==> src/rtl/cprc_pkg.sv <==
// Package for the calibrated proximity repetition counter.
// Widths, reset values, register and phase codes, shared structs. No dependencies.
package cprc_pkg;

   localparam int DIST_W     = 12;
   localparam int SLACK_W    = 8;
   localparam int CAL_W      = 5;
   localparam int SCORE_W    = 14;
   localparam int CSR_IDX_W  = 2;
   localparam int CSR_DATA_W = 12;

   localparam int WINDOW_LEN_DEF  = 5;
   localparam int OUTLIER_RUN_DEF = 3;

   localparam logic [SCORE_W-1:0] SCORE_MAX   = SCORE_W'(9999);
   localparam logic [SLACK_W-1:0] SLACK_RESET = SLACK_W'(8);
   localparam logic [DIST_W-1:0]  JUMP_RESET  = DIST_W'(100);
   localparam logic [CAL_W-1:0]   STEPS_RESET = CAL_W'(20);

   typedef enum logic [CSR_IDX_W-1:0] {
      CSR_SLACK_BAND = 2'd0,
      CSR_JUMP_LIMIT = 2'd1,
      CSR_CAL_STEPS  = 2'd2
   } csr_index_type;

   typedef enum logic [1:0] {
      PHASE_CAL_UP   = 2'd0,
      PHASE_CAL_DOWN = 2'd1,
      PHASE_COUNTING = 2'd2
   } phase_type;

   typedef struct packed {
      logic [SLACK_W-1:0] slack_band;
      logic [DIST_W-1:0]  jump_limit;
      logic [CAL_W-1:0]   calibration_steps;
   } cfg_type;

   typedef struct packed {
      phase_type          phase;
      logic [SCORE_W-1:0] rep_score;
      logic               rep_counted;
   } trk_status_type;

endpackage

==> src/rtl/cprc_intf.sv <==
// Valid/ready channel interfaces: request, response and register write.
// Depends on cprc_pkg.
interface cprc_req_if;
   logic                        valid;
   logic                        ready;
   logic [cprc_pkg::DIST_W-1:0] distance_cm;

   modport source (output valid, output distance_cm, input ready);
   modport sink   (input valid, input distance_cm, output ready);
endinterface

interface cprc_rsp_if;
   logic                         valid;
   logic                         ready;
   logic [cprc_pkg::DIST_W-1:0]  mean_distance;
   cprc_pkg::phase_type          phase;
   logic [cprc_pkg::SCORE_W-1:0] rep_score;
   logic                         rep_counted;

   modport source (output valid, output mean_distance, output phase, output rep_score,
                   output rep_counted, input ready);
   modport sink   (input valid, input mean_distance, input phase, input rep_score,
                   input rep_counted, output ready);
endinterface

interface cprc_csr_if;
   logic                            valid;
   logic                            ready;
   logic [cprc_pkg::CSR_IDX_W-1:0]  index;
   logic [cprc_pkg::CSR_DATA_W-1:0] data;

   modport source (output valid, output index, output data, input ready);
   modport sink   (input valid, input index, input data, output ready);
endinterface

==> src/rtl/cprc_window.sv <==
// Sample window with outlier side buffer and window mean.
// Depends on cprc_pkg.
module cprc_window #(
   parameter int WINDOW_LEN  = cprc_pkg::WINDOW_LEN_DEF,
   parameter int OUTLIER_RUN = cprc_pkg::OUTLIER_RUN_DEF
) (
   input  logic                        clock,
   input  logic                        reset,
   input  logic                        step,
   input  logic [cprc_pkg::DIST_W-1:0] distance,
   input  logic [cprc_pkg::DIST_W-1:0] jump_limit,
   output logic [cprc_pkg::DIST_W-1:0] mean
);

   localparam int DW       = cprc_pkg::DIST_W;
   localparam int POS_W    = $clog2(WINDOW_LEN);
   localparam int CNT_W    = $clog2(OUTLIER_RUN + 1);
   localparam int SUM_W    = DW + $clog2(WINDOW_LEN);
   localparam int SHIFT    = SUM_W + $clog2(WINDOW_LEN);
   localparam int RECIP_W  = SUM_W + 1;
   localparam int PROD_W   = SUM_W + RECIP_W;
   localparam longint unsigned RECIP =
      ((64'd1 << SHIFT) + 64'(WINDOW_LEN) - 64'd1) / 64'(WINDOW_LEN);
   localparam int COPY_N   = (OUTLIER_RUN < WINDOW_LEN) ? OUTLIER_RUN : WINDOW_LEN;
   localparam int RUN_POS  = (OUTLIER_RUN < WINDOW_LEN) ? OUTLIER_RUN : 0;
   localparam int LAST_POS = WINDOW_LEN - 1;
   localparam int HALF_A   = (WINDOW_LEN < 8) ? WINDOW_LEN : 8;

   logic [DW-1:0]    win_ff [WINDOW_LEN];
   logic [DW-1:0]    win_in [WINDOW_LEN];
   logic [POS_W-1:0] pos_ff, pos_in;
   logic [DW-1:0]    buf_ff [OUTLIER_RUN];
   logic [DW-1:0]    buf_in [OUTLIER_RUN];
   logic [CNT_W-1:0] cnt_ff, cnt_in;

   logic [DW-1:0]     prev;
   logic [DW-1:0]     diff;
   logic              outlier;
   logic [SUM_W-1:0]  sum_a, sum_b, sum;
   logic [RECIP_W-1:0] recip;
   logic [PROD_W-1:0] prod;

   always_comb begin
      win_in = win_ff;
      buf_in = buf_ff;
      pos_in = pos_ff;
      cnt_in = cnt_ff;
      prev   = '0;
      for (int i = 1; i < WINDOW_LEN; i++) begin
         if (pos_ff == POS_W'(i)) begin
            prev = win_ff[i-1];
         end
      end
      diff    = (prev > distance) ? (prev - distance) : (distance - prev);
      // position zero never checks for a jump
      outlier = (pos_ff != '0) && (diff > jump_limit);
      if (outlier) begin
         for (int i = 0; i < OUTLIER_RUN; i++) begin
            if (cnt_ff == CNT_W'(i)) begin
               buf_in[i] = distance;
            end
         end
         if (cnt_ff == CNT_W'(OUTLIER_RUN - 1)) begin
            // run complete: buffer overwrites the head of the window
            for (int i = 0; i < COPY_N; i++) begin
               win_in[i] = buf_in[i];
            end
            pos_in = POS_W'(RUN_POS);
            cnt_in = '0;
         end else begin
            cnt_in = cnt_ff + CNT_W'(1);
         end
      end else begin
         cnt_in = '0;
         for (int i = 0; i < WINDOW_LEN; i++) begin
            if (pos_ff == POS_W'(i)) begin
               win_in[i] = distance;
            end
         end
         pos_in = (pos_ff == POS_W'(LAST_POS)) ? '0 : pos_ff + POS_W'(1);
      end
   end

   // window sum in two halves, then divide by the window length via reciprocal
   always_comb begin
      sum_a = '0;
      sum_b = '0;
      for (int i = 0; i < HALF_A; i++) begin
         sum_a = sum_a + SUM_W'(win_in[i]);
      end
      for (int i = 8; i < WINDOW_LEN; i++) begin
         sum_b = sum_b + SUM_W'(win_in[i]);
      end
      sum   = sum_a + sum_b;
      recip = RECIP_W'(RECIP);
      prod  = PROD_W'(sum) * PROD_W'(recip);
      mean  = prod[SHIFT +: DW];
   end

   always_ff @(posedge clock) begin
      if (reset) begin
         for (int i = 0; i < WINDOW_LEN; i++) begin
            win_ff[i] <= '0;
         end
         pos_ff <= '0;
         cnt_ff <= '0;
      end else if (step) begin
         win_ff <= win_in;
         pos_ff <= pos_in;
         cnt_ff <= cnt_in;
      end
   end

   always_ff @(posedge clock) begin
      if (step) begin
         buf_ff <= buf_in;
      end
   end

endmodule

==> src/rtl/cprc_tracker.sv <==
// Level calibration and repetition counting on the window mean.
// Depends on cprc_pkg.
module cprc_tracker (
   input  logic                        clock,
   input  logic                        reset,
   input  logic                        step,
   input  logic [cprc_pkg::DIST_W-1:0] mean,
   input  cprc_pkg::cfg_type           cfg,
   output cprc_pkg::trk_status_type    status
);

   localparam int DW   = cprc_pkg::DIST_W;
   localparam int SW   = cprc_pkg::SCORE_W;
   localparam int CW   = cprc_pkg::CAL_W;
   localparam int BW   = DW + 1;

   logic [DW-1:0] up_ff, up_in;
   logic [DW-1:0] down_ff, down_in;
   logic [CW-1:0] cal_ff, cal_in;
   logic          await_ff, await_in;
   logic [SW-1:0] score_ff, score_in;
   logic          counted;
   logic          in_up, in_down;
   logic [BW-1:0] mean_hi, up_hi, down_hi;

   always_comb begin
      up_in    = up_ff;
      down_in  = down_ff;
      cal_in   = cal_ff;
      await_in = await_ff;
      score_in = score_ff;
      counted  = 1'b0;

      if (up_ff == '0) begin
         if (cal_in >= cfg.calibration_steps) begin
            cal_in = '0;
            up_in  = mean;
         end else begin
            cal_in = cal_in + CW'(1);
         end
      end
      // down level may latch on the same item as the up level
      if ((up_in != '0) && (down_ff == '0)) begin
         if (cal_in >= cfg.calibration_steps) begin
            cal_in  = '0;
            down_in = mean;
         end else begin
            cal_in = cal_in + CW'(1);
         end
      end

      mean_hi = BW'(mean) + BW'(cfg.slack_band);
      up_hi   = BW'(up_in) + BW'(cfg.slack_band);
      down_hi = BW'(down_in) + BW'(cfg.slack_band);
      in_up   = (mean_hi >= BW'(up_in)) && (BW'(mean) <= up_hi);
      in_down = (mean_hi >= BW'(down_in)) && (BW'(mean) <= down_hi);

      if ((up_in != '0) && (down_in != '0)) begin
         if (await_ff) begin
            if (in_up) begin
               await_in = 1'b0;
               counted  = 1'b1;
               if (score_ff != cprc_pkg::SCORE_MAX) begin
                  score_in = score_ff + SW'(1);
               end
            end
         end else if (in_down) begin
            await_in = 1'b1;
         end
      end

      if (up_in == '0) begin
         status.phase = cprc_pkg::PHASE_CAL_UP;
      end else if (down_in == '0) begin
         status.phase = cprc_pkg::PHASE_CAL_DOWN;
      end else begin
         status.phase = cprc_pkg::PHASE_COUNTING;
      end
      status.rep_score   = score_in;
      status.rep_counted = counted;
   end

   always_ff @(posedge clock) begin
      if (reset) begin
         up_ff    <= '0;
         down_ff  <= '0;
         cal_ff   <= '0;
         await_ff <= 1'b1;
         score_ff <= '0;
      end else if (step) begin
         up_ff    <= up_in;
         down_ff  <= down_in;
         cal_ff   <= cal_in;
         await_ff <= await_in;
         score_ff <= score_in;
      end
   end

endmodule

==> src/rtl/calibrated_proximity_rep_counter.sv <==
// Top level of the calibrated proximity repetition counter.
// Depends on cprc_pkg, cprc_intf, cprc_window and cprc_tracker.
//
//   channel  modport  handshake         payload
//   req_ch   sink     valid / ready     distance_cm
//   rsp_ch   source   valid / ready     mean_distance, phase, rep_score, rep_counted
//   csr_ch   sink     valid / ready     index, data (ready is always high)
//
// One request per clock sustained while rsp ready stays high. A request is held
// in the input register, then window update, mean and counter logic run in one
// pass into the response register, which drives rsp valid; the request moves on
// from the input register only when the response register is free or draining.
// Synchronous active-high reset clears window, levels, score, valid flags and configuration.
// A stalled response holds the pipe; the input register still takes a
// request whenever it is empty.
module calibrated_proximity_rep_counter #(
   parameter int WINDOW_LEN  = cprc_pkg::WINDOW_LEN_DEF,
   parameter int OUTLIER_RUN = cprc_pkg::OUTLIER_RUN_DEF
) (
   input logic   clock,
   input logic   reset,
   cprc_req_if.sink   req_ch,
   cprc_rsp_if.source rsp_ch,
   cprc_csr_if.sink   csr_ch
);

   localparam int DW = cprc_pkg::DIST_W;

   // configuration registers
   cprc_pkg::cfg_type cfg_ff;

   // input stage
   logic          in_valid_ff;
   logic [DW-1:0] in_dist_ff;

   // response stage
   logic                         out_valid_ff;
   logic [DW-1:0]                out_mean_ff;
   cprc_pkg::phase_type          out_phase_ff;
   logic [cprc_pkg::SCORE_W-1:0] out_score_ff;
   logic                         out_counted_ff;

   logic                     advance;
   logic [DW-1:0]            mean;
   cprc_pkg::trk_status_type status;

   // the input stage moves on when the response register is free or draining
   assign advance      = in_valid_ff && (!out_valid_ff || rsp_ch.ready);
   assign req_ch.ready = !in_valid_ff || advance;
   assign csr_ch.ready = 1'b1;

   always_ff @(posedge clock) begin
      if (reset) begin
         cfg_ff.slack_band        <= cprc_pkg::SLACK_RESET;
         cfg_ff.jump_limit        <= cprc_pkg::JUMP_RESET;
         cfg_ff.calibration_steps <= cprc_pkg::STEPS_RESET;
      end else if (csr_ch.valid) begin
         unique case (csr_ch.index)
            cprc_pkg::CSR_SLACK_BAND: begin
               cfg_ff.slack_band <= csr_ch.data[cprc_pkg::SLACK_W-1:0];
            end
            cprc_pkg::CSR_JUMP_LIMIT: begin
               cfg_ff.jump_limit <= csr_ch.data[DW-1:0];
            end
            cprc_pkg::CSR_CAL_STEPS: begin
               cfg_ff.calibration_steps <= csr_ch.data[cprc_pkg::CAL_W-1:0];
            end
            default: begin
               // unmapped index, write dropped
            end
         endcase
      end
   end

   always_ff @(posedge clock) begin
      if (reset) begin
         in_valid_ff <= 1'b0;
      end else if (req_ch.ready) begin
         in_valid_ff <= req_ch.valid;
      end
   end

   always_ff @(posedge clock) begin
      if (req_ch.ready && req_ch.valid) begin
         in_dist_ff <= req_ch.distance_cm;
      end
   end

   cprc_window #(
      .WINDOW_LEN  (WINDOW_LEN),
      .OUTLIER_RUN (OUTLIER_RUN)
   ) u_window (
      .clock      (clock),
      .reset      (reset),
      .step       (advance),
      .distance   (in_dist_ff),
      .jump_limit (cfg_ff.jump_limit),
      .mean       (mean)
   );

   cprc_tracker u_tracker (
      .clock  (clock),
      .reset  (reset),
      .step   (advance),
      .mean   (mean),
      .cfg    (cfg_ff),
      .status (status)
   );

   always_ff @(posedge clock) begin
      if (reset) begin
         out_valid_ff <= 1'b0;
      end else if (advance) begin
         out_valid_ff <= 1'b1;
      end else if (rsp_ch.ready) begin
         out_valid_ff <= 1'b0;
      end
   end

   always_ff @(posedge clock) begin
      if (advance) begin
         out_mean_ff    <= mean;
         out_phase_ff   <= status.phase;
         out_score_ff   <= status.rep_score;
         out_counted_ff <= status.rep_counted;
      end
   end

   assign rsp_ch.valid         = out_valid_ff;
   assign rsp_ch.mean_distance = out_mean_ff;
   assign rsp_ch.phase         = out_phase_ff;
   assign rsp_ch.rep_score     = out_score_ff;
   assign rsp_ch.rep_counted   = out_counted_ff;

endmodule
==> src/flat_wrapper.sv <==
// flat-port wrapper written by rule: the top's interface ports become plain ports
module calibrated_proximity_rep_counter_flat 
#(
   parameter int WINDOW_LEN  = cprc_pkg::WINDOW_LEN_DEF,
   parameter int OUTLIER_RUN = cprc_pkg::OUTLIER_RUN_DEF
)
  (clock, reset, req_ch_valid, req_ch_distance_cm, req_ch_ready, rsp_ch_valid, rsp_ch_mean_distance, rsp_ch_phase, rsp_ch_rep_score, rsp_ch_rep_counted, rsp_ch_ready, csr_ch_valid, csr_ch_index, csr_ch_data, csr_ch_ready);
  cprc_req_if req_ch_i ();
  cprc_rsp_if rsp_ch_i ();
  cprc_csr_if csr_ch_i ();
  input logic clock;
  input logic reset;
  input wire logic [$bits(req_ch_i.valid)-1:0] req_ch_valid;
  input wire logic [$bits(req_ch_i.distance_cm)-1:0] req_ch_distance_cm;
  output wire logic [$bits(req_ch_i.ready)-1:0] req_ch_ready;
  output wire logic [$bits(rsp_ch_i.valid)-1:0] rsp_ch_valid;
  output wire logic [$bits(rsp_ch_i.mean_distance)-1:0] rsp_ch_mean_distance;
  output wire logic [$bits(rsp_ch_i.phase)-1:0] rsp_ch_phase;
  output wire logic [$bits(rsp_ch_i.rep_score)-1:0] rsp_ch_rep_score;
  output wire logic [$bits(rsp_ch_i.rep_counted)-1:0] rsp_ch_rep_counted;
  input wire logic [$bits(rsp_ch_i.ready)-1:0] rsp_ch_ready;
  input wire logic [$bits(csr_ch_i.valid)-1:0] csr_ch_valid;
  input wire logic [$bits(csr_ch_i.index)-1:0] csr_ch_index;
  input wire logic [$bits(csr_ch_i.data)-1:0] csr_ch_data;
  output wire logic [$bits(csr_ch_i.ready)-1:0] csr_ch_ready;
  assign req_ch_i.valid = req_ch_valid;
  assign req_ch_i.distance_cm = req_ch_distance_cm;
  assign req_ch_ready = req_ch_i.ready;
  assign rsp_ch_valid = rsp_ch_i.valid;
  assign rsp_ch_mean_distance = rsp_ch_i.mean_distance;
  assign rsp_ch_phase = rsp_ch_i.phase;
  assign rsp_ch_rep_score = rsp_ch_i.rep_score;
  assign rsp_ch_rep_counted = rsp_ch_i.rep_counted;
  assign rsp_ch_i.ready = rsp_ch_ready;
  assign csr_ch_i.valid = csr_ch_valid;
  assign csr_ch_i.index = csr_ch_index;
  assign csr_ch_i.data = csr_ch_data;
  assign csr_ch_ready = csr_ch_i.ready;
  calibrated_proximity_rep_counter #(.WINDOW_LEN(WINDOW_LEN), .OUTLIER_RUN(OUTLIER_RUN)) u_core (.clock(clock), .reset(reset), .req_ch(req_ch_i), .rsp_ch(rsp_ch_i), .csr_ch(csr_ch_i));
endmodule
==> config.mk <==
export PLATFORM = sky130hd
export DESIGN_NAME = calibrated_proximity_rep_counter_flat
export DESIGN_NICKNAME = d
export VERILOG_FILES = /design/src/rtl/cprc_pkg.sv /design/src/rtl/cprc_intf.sv /design/src/rtl/cprc_window.sv /design/src/rtl/cprc_tracker.sv /design/src/rtl/calibrated_proximity_rep_counter.sv /design/src/flat_wrapper.sv
export SDC_FILE = /design/constraint.sdc
export NUM_CORES = 1
export LEC_CHECK = 0
export BUFFER_PORTS_ARGS = -buffer_cell sky130_fd_sc_hd__buf_2
export CAP_MARGIN = 10
export CELL_PAD_IN_SITES_DETAIL_PLACEMENT = 1
export CELL_PAD_IN_SITES_GLOBAL_PLACEMENT = 1
export CORE_MARGIN = 5
export CORE_UTILIZATION = 29
export CTS_CLUSTER_DIAMETER = 200
export DETAILED_ROUTE_END_ITERATION = 10
export PLACE_DENSITY = 0.62
export SLEW_MARGIN = 15
export SYNTH_ARGS = -nofsm -noshare
export SYNTH_HDL_FRONTEND = slang
export SYNTH_HIERARCHICAL = 1
export SYNTH_SLANG_ARGS = --single-unit
==> constraint.sdc <==
create_clock -name clock -period 24.1 [get_ports clock]
set_input_delay 0 -clock clock [delete_from_list [all_inputs] [get_ports clock]]
set_output_delay 0 -clock clock [all_outputs]
set_load 0.1 [all_outputs]
# Yosys cells after proc, flatten, opt, wreduce, memory -nomap -nowiden
# Index checks and enable logic that the tools add are counted.
# op_classes
mux,40
n_eq_ne,10
reduce_logical,29
addsub,14
order_cmp,8
n_mul,1
# ops
operator,n
$mux W12,17
$mux W36,2
$mux W14,4
$logic_not A12 Y1,4
$add A12 B8 Y13,3
$mul A15 B16 Y30 const B,1
$ge A13 B12 Y1,2
$le A12 B13 Y1,2
$gt A12 B12 Y1,2
$mux W24,1
$reduce_bool A12 Y1,2
$sub A12 B12 Y12,2
$mux W5,4
$add A14 B12 Y15,1
$add A15 B12 Y15,1
$add A13 B12 Y14,1
$add A14 B1 Y14 const B,1
$ne A14 B14 Y1 const B,1
$reduce_and A2 Y1,7
$add A12 B12 Y13,1
$add A5 B1 Y5 const B,2
$ge A5 B5 Y1,2
$mux W3,3
$logic_and A1 B1 Y1,7
other kinds (16),29
# totals
register_bits,213
out_inout_bits,32
elab_cells,127
input_bits,31

# Logic depth before layout (Yosys ltp)
# Gate-level depths: netlist of run 1.
# logic_depth
ltp_word,25
ltp_mapped,92
mapped_depth_nobuf,86

# Modules after synthesis
# The synthesis of run 1 kept the hierarchy.
# by_module_without_submodules
mod,seq_area_each_um2,cells_each,area_each_um2,n_inst
cprc_window,2021.9,1286,11219.5,1
cprc_tracker,880.8,641,4992.3,1
calibrated_proximity_rep_counter,1771.7,156,2386.0,1

# Worst setup path before layout of run 1
# No wires, ideal clock.
# synth_timing
path_kind,reg-to-reg
start,register u_core.u_window.pos_ff[0]
end,register u_core.u_tracker.await_ff
required_ps,23981
setup_slack_ps,5293
period_less_slack_ps,18807
n_path_buf,6
arrival_ps,18688
setup_time_ps,119
stages_incl_launch_ff,83
cell_sequence,dfxtp_1 > inv_1 > ha_1 > clkbuf_1 > and2_1 > clkbuf_1 > nor2_1 > clkbuf_1 > a221o_1 > ha_1 > buf_6 > and3_4 > a211o_1 > or4_4 > a21oi_4 > mux2_1 > o41a_1 > o2111a_1 > [... 47 more ...] > a21o_1 > ha_1 > fa_1 > a21o_1 > a21oi_1 > o21ai_0 > o41ai_1 > nor3_1 > xor2_1 > ha_1 > nand2_1 > nor2_1 > o21ai_0 > a21oi_1 > o21ai_0 > a21o_1 > a41oi_1 > o21bai_1
# synth_rtl
item,line,rtl
from (decl),cprc_window.sv:31,"logic [POS_W-1:0] pos_ff, pos_in;"
from (signal assigned),cprc_window.sv:109,pos_ff <= pos_in;
to (signal assigned),cprc_tracker.sv:94,await_ff <= await_in;
to (decl),cprc_tracker.sv:20,"logic await_ff, await_in;"

==> impl_results.md, run 1 <==
- CTS tree: yes
- Pin slew with the least headroom to its limit: between 1000 and 1500 ps
- Synth Area per Inst: 8.93 sq um
- Slew margin rel.: 0.189
- Critical path fanouts, max: 30
- Most instantiated library cell after synthesis: ha_1
- Netlist cell types: 88
- Leading post-synthesis cells by cell area: ha_1 17%, dfxtp_1 15%, edfxtp_1 10%
- Top-level port count: between 60 and 70
- Layout area overhead: 12.9%
- Max Fclk: 45.3 MHz
- Cell count after synthesis: 2,083
- Setup violators final: 0
- Most used cell, CP: ha_1
- Synth Flop Type: dfxtp_1
- Core ar.: roughly 63,000 sq um
- Clk buf depth: 3
- Setup tns final: 0 ps
- Buffers on Ports: 61
- Synth cell count leaders: 247 x ha_1, 244 x inv_1, 165 x nor2_1
- Die span in y: roughly 260 microns
- Final nets: 2,516
- Max-cap check violation count: 0
- Initial antenna violation count: 2
- H-tree level count: 1
- Synth async-reset ratio: 0
- Slowest CP cell: nor4b_1
- Synth warnings: 6
- Worst-skew pair later-pin latency: 560 ps
- Row Count: 92
- Core Util, Final: 0.332
- Grt total ovfl: 0
- Routability Congestion: 0.879
- Register area share after synthesis: 0.251
- Crit path launch type: flop
- Via density per instance: 5.10
- Vias in the first global route: between 15k and 20k
- Largest stage delay on the critical path: about 720 ps
- Synth Cell Area: 18,600 sq um
- CTS buffer count: 25
- Initial Util: 0.294
- Clk_skew: 21.0 ps
- Min Tclk post-route: 22,070 ps
- Post-DRT Antenna Nets: 0
- DRC viols: 0
- Final Hold Fails: 0
- Hpwl dp: about 43 mm
- Register bit count reported by yosys: 201
- CP required: between 20,000 and 25,000 ps
- Die Area: 69,300 sq um
- Clk sinks: 201
- Layout cells sized above 1: 0.0935
- Net Count, Synth: 2,457
- Global-route total usage across every layer: 0.158
- Final WL: around 57 mm
- Worst-path clk slew: 60 ps
- Top cell type's share of synthesized area: 0.166
- CTS root buffer: clkbuf_16
- EDFF count, synth: 65
- Worst Path Arrival: 22,510 ps
- Global-route wire length before repair: 91.1 mm
- WL/cell: 18.8 microns
- Die W: 263 microns
- Largest net degree at the start of global routing: 84
- Fin Hold WS: 161 ps
- Iteration-0 DRC count of the detailed router: 609
- RSZ-0062 raised after global routing: no
- Slew Viols, Final: 0
- Cell taking the most area after synthesis: ha_1
- Status: finished clean
- Vias: between 15k and 20k
- Final Cycle Share: 0.916
- Pre-antenna DRT Iters: 6
- CP Class: flop to flop
- Worst hold path type: primary input to flop
- Crit end category: flop
==> cell families after synthesis <==
kind of cell,count (synthesis),share of synthesized area
adder cells (fa/ha/maj),343,0.270
AO/OA/AOI/OAI,482,0.170
buffers and inverters,332,0.0716
XOR/XNOR,86,0.0405
multiplexers,94,0.0530
AND/OR/NAND/NOR,544,0.144
other,1,0.000202
flip-flops,201,0.251
==> stage by stage <==
step / std cells / setup slack (ps) / instance area [sq um]
global route: 3009 / 547 / 21000
finish: 3009 / 2030 / 21000
floorplan: 2083 / 5290 / 18600
detailed placement: 2927 / 2190 / 19800
CTS: 3007 / 2140 / 21000
global placement: 2927 / 2740 / 19800
==> layout make-up <==
class	count	area, sq um
clock inverter	17	210
tap	846	1060
antenna	2	5.00
timing repair buffer	119	828
clock buffer	29	693
multi-input combinational	1550	12600
sequential	201	4670
fill	7419	42300
inverter	245	920
==> worst paths after layout <==
kind	startpoint	slack (ps)	end	depth (start not counted)
setup / recovery	u_core/u_window/pos_ff[0]	2030	u_core/u_tracker/await_ff	76
hold / removal	req_ch_distance_cm[6]	160	u_core/in_dist_ff[6]	2
setup reg to reg	u_core/u_window/pos_ff[0]	2030	u_core/u_tracker/await_ff	76
hold reg to reg	u_core/cfg_ff[6]	480	u_core/cfg_ff[6]	2
==> registers in the layout, indices dropped and copies added, names as in the netlist <==
signal / count
u_core/rsp_ch.rep_counted: 1
u_core/rsp_ch.rep_score: 14
u_core/u_window/buf_ff: 24
u_core/u_tracker/cal_ff: 5
u_core/u_tracker/await_ff: 1
u_core/rsp_ch.phase: 2
u_core/u_window/cnt_ff: 2
u_core/u_tracker/up_ff: 12
u_core/u_window/pos_ff: 3
u_core/rsp_ch.valid: 1
u_core/rsp_ch.mean_distance: 12
u_core/u_tracker/score_ff: 14
u_core/in_valid_ff: 1
u_core/u_tracker/down_ff: 12
u_core/in_dist_ff: 12
u_core/cfg_ff: 25
u_core/u_window/win_ff: 60
==> worst max-delay path: cells and delay by family (launching register included) <==
kind / cells / cell delay, ps
AND/OR/NAND/NOR: 15 / 4300
AO/OA/AOI/OAI: 30 / 8040
flip-flops: 1 / 410
multiplexers: 1 / 380
adder cells (fa/ha/maj): 17 / 6510
XOR/XNOR: 4 / 1090
buffers and inverters: 9 / 1230
==> metal layers <==
| layer | track usage | vias to the layer above | routed length (microns) |
|---|---|---|---|
| li1 | - | 7387 | - |
| met5 | 0 | - | 0 |
| met2 | 0.287 | 170 | 28400 |
| met4 | 0.0315 | 0 | 1090 |
| met1 | 0.206 | 7712 | 25800 |
| met3 | 0.0152 | 65 | 1230 |
==> placed cells by master, fill, tap and decap left out, drive strengths merged, types with 34 or more instances in the layout <==
cell type and instances:
mux2 36, buf 85, nand2b 47, nand2 116, a21oi 133, nor3 39, nor2 165, ha 247
dlygate4sd3 34, fa 96, nand3 48, a21o 41, mux2i 58, inv 246, xnor2 53, o21ai 111
dfxtp 136, edfxtp 65
==> repair_timing <==
action,4_1_cts,5_1_grt
gates resized for setup,0,0
hold endpoints to repair,41,0
hold buffers,34,0
buffers inserted,0,0
Power of run 1 is left out: the tool's default activity adds up to more than one toggle a clock period on the data nets, which glitch-free logic cannot reach.
==> run 2: changes to the inputs <==
PLACE_DENSITY = 0.63   (was 0.62)
clock period = 18.62 ns   (was 24.1 ns; I/O delays follow)
==> impl_results.md, run 2 (synthesis results as in run 1) <==
- Core ar.: 63,300 sq um (unchanged)
- Crit end category: flop
- Routability Congestion: 0.886 (+0.78%)
- WL/cell: 19.1 microns (+1.9%)
- Initial Util: 0.294 (unchanged)
- Row Count: 92 (unchanged)
- Commonest non-fill, non-tap cell in the layout: inv_1
- Routed wl met3: 1.51 mm (+23%)
- Top-level port count: 63 (unchanged)
- Max Fclk: 55.7 MHz (+23%)
- Min Tclk post-route: 17,960 ps (-4110 ps)
- Most used cell, CP: fa_1
- Crit path launch type: flop
- Status: finished clean
- Slowest CP cell: fa_1
- Pin slew with the least headroom to its limit: 956 ps (-261 ps)
- Via density per instance: 5.10 (+0.13%)
- Clk buf depth: 3 (unchanged)
- Slew margin rel.: 0.363 (+0.174)
- Commonest non-fill, non-tap cells in the layout: 241 x inv_1, 239 x ha_1, 161 x nor2_1, 134 x dfxtp_1
- Worst R2R Setup Slack: 660 ps (-1370 ps)
- Final Cycle Share: 0.964 (+0.0486)
- Setup tns final: 0 ps (unchanged)
- FF-to-FF End: u_core/u_tracker/await_ff
- Hold path endpoint: u_core/in_dist_ff[10]
- Pre-antenna DRT Iters: 5 (-1)
- Die Area: 69,300 sq um (unchanged)
- CP Class: flop to flop
- M1 WL: 26.5 mm (+2.7%)
- Highest Signal Layer: met4
- Iteration-0 DRC count of the detailed router: 630 (+3.4%)
- CTS tree: yes
- Clk_skew: 25.4 ps (+4.34 ps)
- Max FFs per register: 60 (unchanged)
- Vias in the first global route: 16.9k (+1.7%)
- Initial antenna violation count: 0 (-2)
- CTS root buffer: clkbuf_16
- Fin Hold WS: 168 ps (+6.96 ps)
- RSZ-0062 raised after global routing: yes
- Largest regs: u_core/u_window/win_ff: 60 flops, u_core/cfg_ff: 25 flops, u_core/u_window/buf_ff: 24 flops
- Top reg by flops: u_core/u_window/win_ff
- Buffers on Ports: 61 (unchanged)
- Hold path depth: 2 (unchanged)
- Worst-skew pair later-pin latency: 560 ps (about the same)
- Die W: 263 microns (unchanged)
- Layout cells sized above 1: 0.156 (+0.0627)
- H-tree level count: 1 (unchanged)
- Global-route total usage across every layer: 0.162 (+0.00403)
- CTS buffer count: 27 (+8.0%)
- Met2 wire length: 29.5 mm (+3.7%)
- Setup violators final: 0 (unchanged)
- Final Hold Fails: 0 (unchanged)
- Post-DRT Antenna Nets: 0 (unchanged)
- Worst Hold Launch: req_ch_distance_cm[10]
- Grt total ovfl: 0 (unchanged)
- Slew Viols, Final: 0 (unchanged)
- Final nets: 2,588 (+2.9%)
- FF-to-FF Start: u_core/u_window/pos_ff[0]
- Critical path fanouts, max: 12 (-60%)
- Largest stage delay on the critical path: 600 ps (-120 ps)
- Worst-path clk slew: 60 ps (about the same)
- Worst Setup SP: u_core/u_window/pos_ff[0]
- DRC viols: 0 (unchanged)
- Layout area overhead: 18.2%
- Vias: 15.7k (+2.5%)
- Final WS setup: 662 ps (-1370 ps)
- Worst Reg-to-Reg Cells: 79 (+3.9%)
- Worst Path Arrival: 18,390 ps (-4120 ps)
- Worst hold path type: primary input to flop
- Global-route wire length before repair: 93.1 mm (+2.3%)
- Clk sinks: 201 (unchanged)
- Final WL: 59.0 mm (+4.3%)
- CP required: 19,050 ps (-5490 ps)
- Max-cap check violation count: 0 (unchanged)
- Hpwl dp: 45.4 mm (+4.8%)
- Die span in y: 263 microns (unchanged)
- Largest net degree at the start of global routing: 97 (+15%)
- Number of diodes: 0 (-2)
- Post-Place Worst Slack: -445 ps (-2640 ps)
run 2: cell types whose count changed in the layout (fill, tap and decap cells not counted), sizes merged:
cell         delta
buf            +69
inv             +1
diode           -2
clkinvlp        -1
bufinv          +1
dlygate4sd3     +1
clkbuf          +3
run 2: final cells by class:
class,count,area [sq um]
clock buffer,32,724
clock inverter,18,230
fill,7403,41300
inverter,245,920
multi-input combinational,1550,13000
sequential,201,4680
tap,846,1060
timing repair buffer,189,1380
run 2: worst max-delay path: cells and delay by family (launching register included):
family | cells | cell delay (ps)
buf+inv | 10 | 1270
compound gates | 31 | 5770
flops | 1 | 360
xor+xnor | 4 | 570
simple gates | 16 | 3100
fa+ha+maj | 17 | 6440
mux | 1 | 290
run 2: how the worst max path moves through the flow:
stage | endpoint
after floorplan | u_core/u_tracker/await_ff
after global placement | u_core/u_tracker/await_ff
after detailed placement | u_core/u_tracker/await_ff
after CTS | u_core/u_tracker/await_ff
after global routing | u_core/u_tracker/await_ff
final | u_core/u_tracker/await_ff
run 2: layer usage:
layer  track usage  vias up
met5             0        -
met4        0.0401        0
li1              -     7526
met2         0.291      237
met3        0.0186       84
met1         0.209     7875
run 2: metrics by stage:
stage | util | instance area (sq um) | instances
floorplan | - | 18600 | 2083
global placement | 0.318 | 20100 | 2977
detailed placement | 0.318 | 20100 | 2977
CTS | 0.340 | 21500 | 3065
global route | 0.347 | 22000 | 3081
finish | 0.347 | 22000 | 3081
run 2: timing repair:
item	CTS	global route
pin swaps	4	33
gates resized for setup	15	88
hold buffers	35	0
setup buffers	3	16
hold endpoints to repair	68	0
setup endpoints to repair	29	30
Power of run 2 is left out for the same reason.
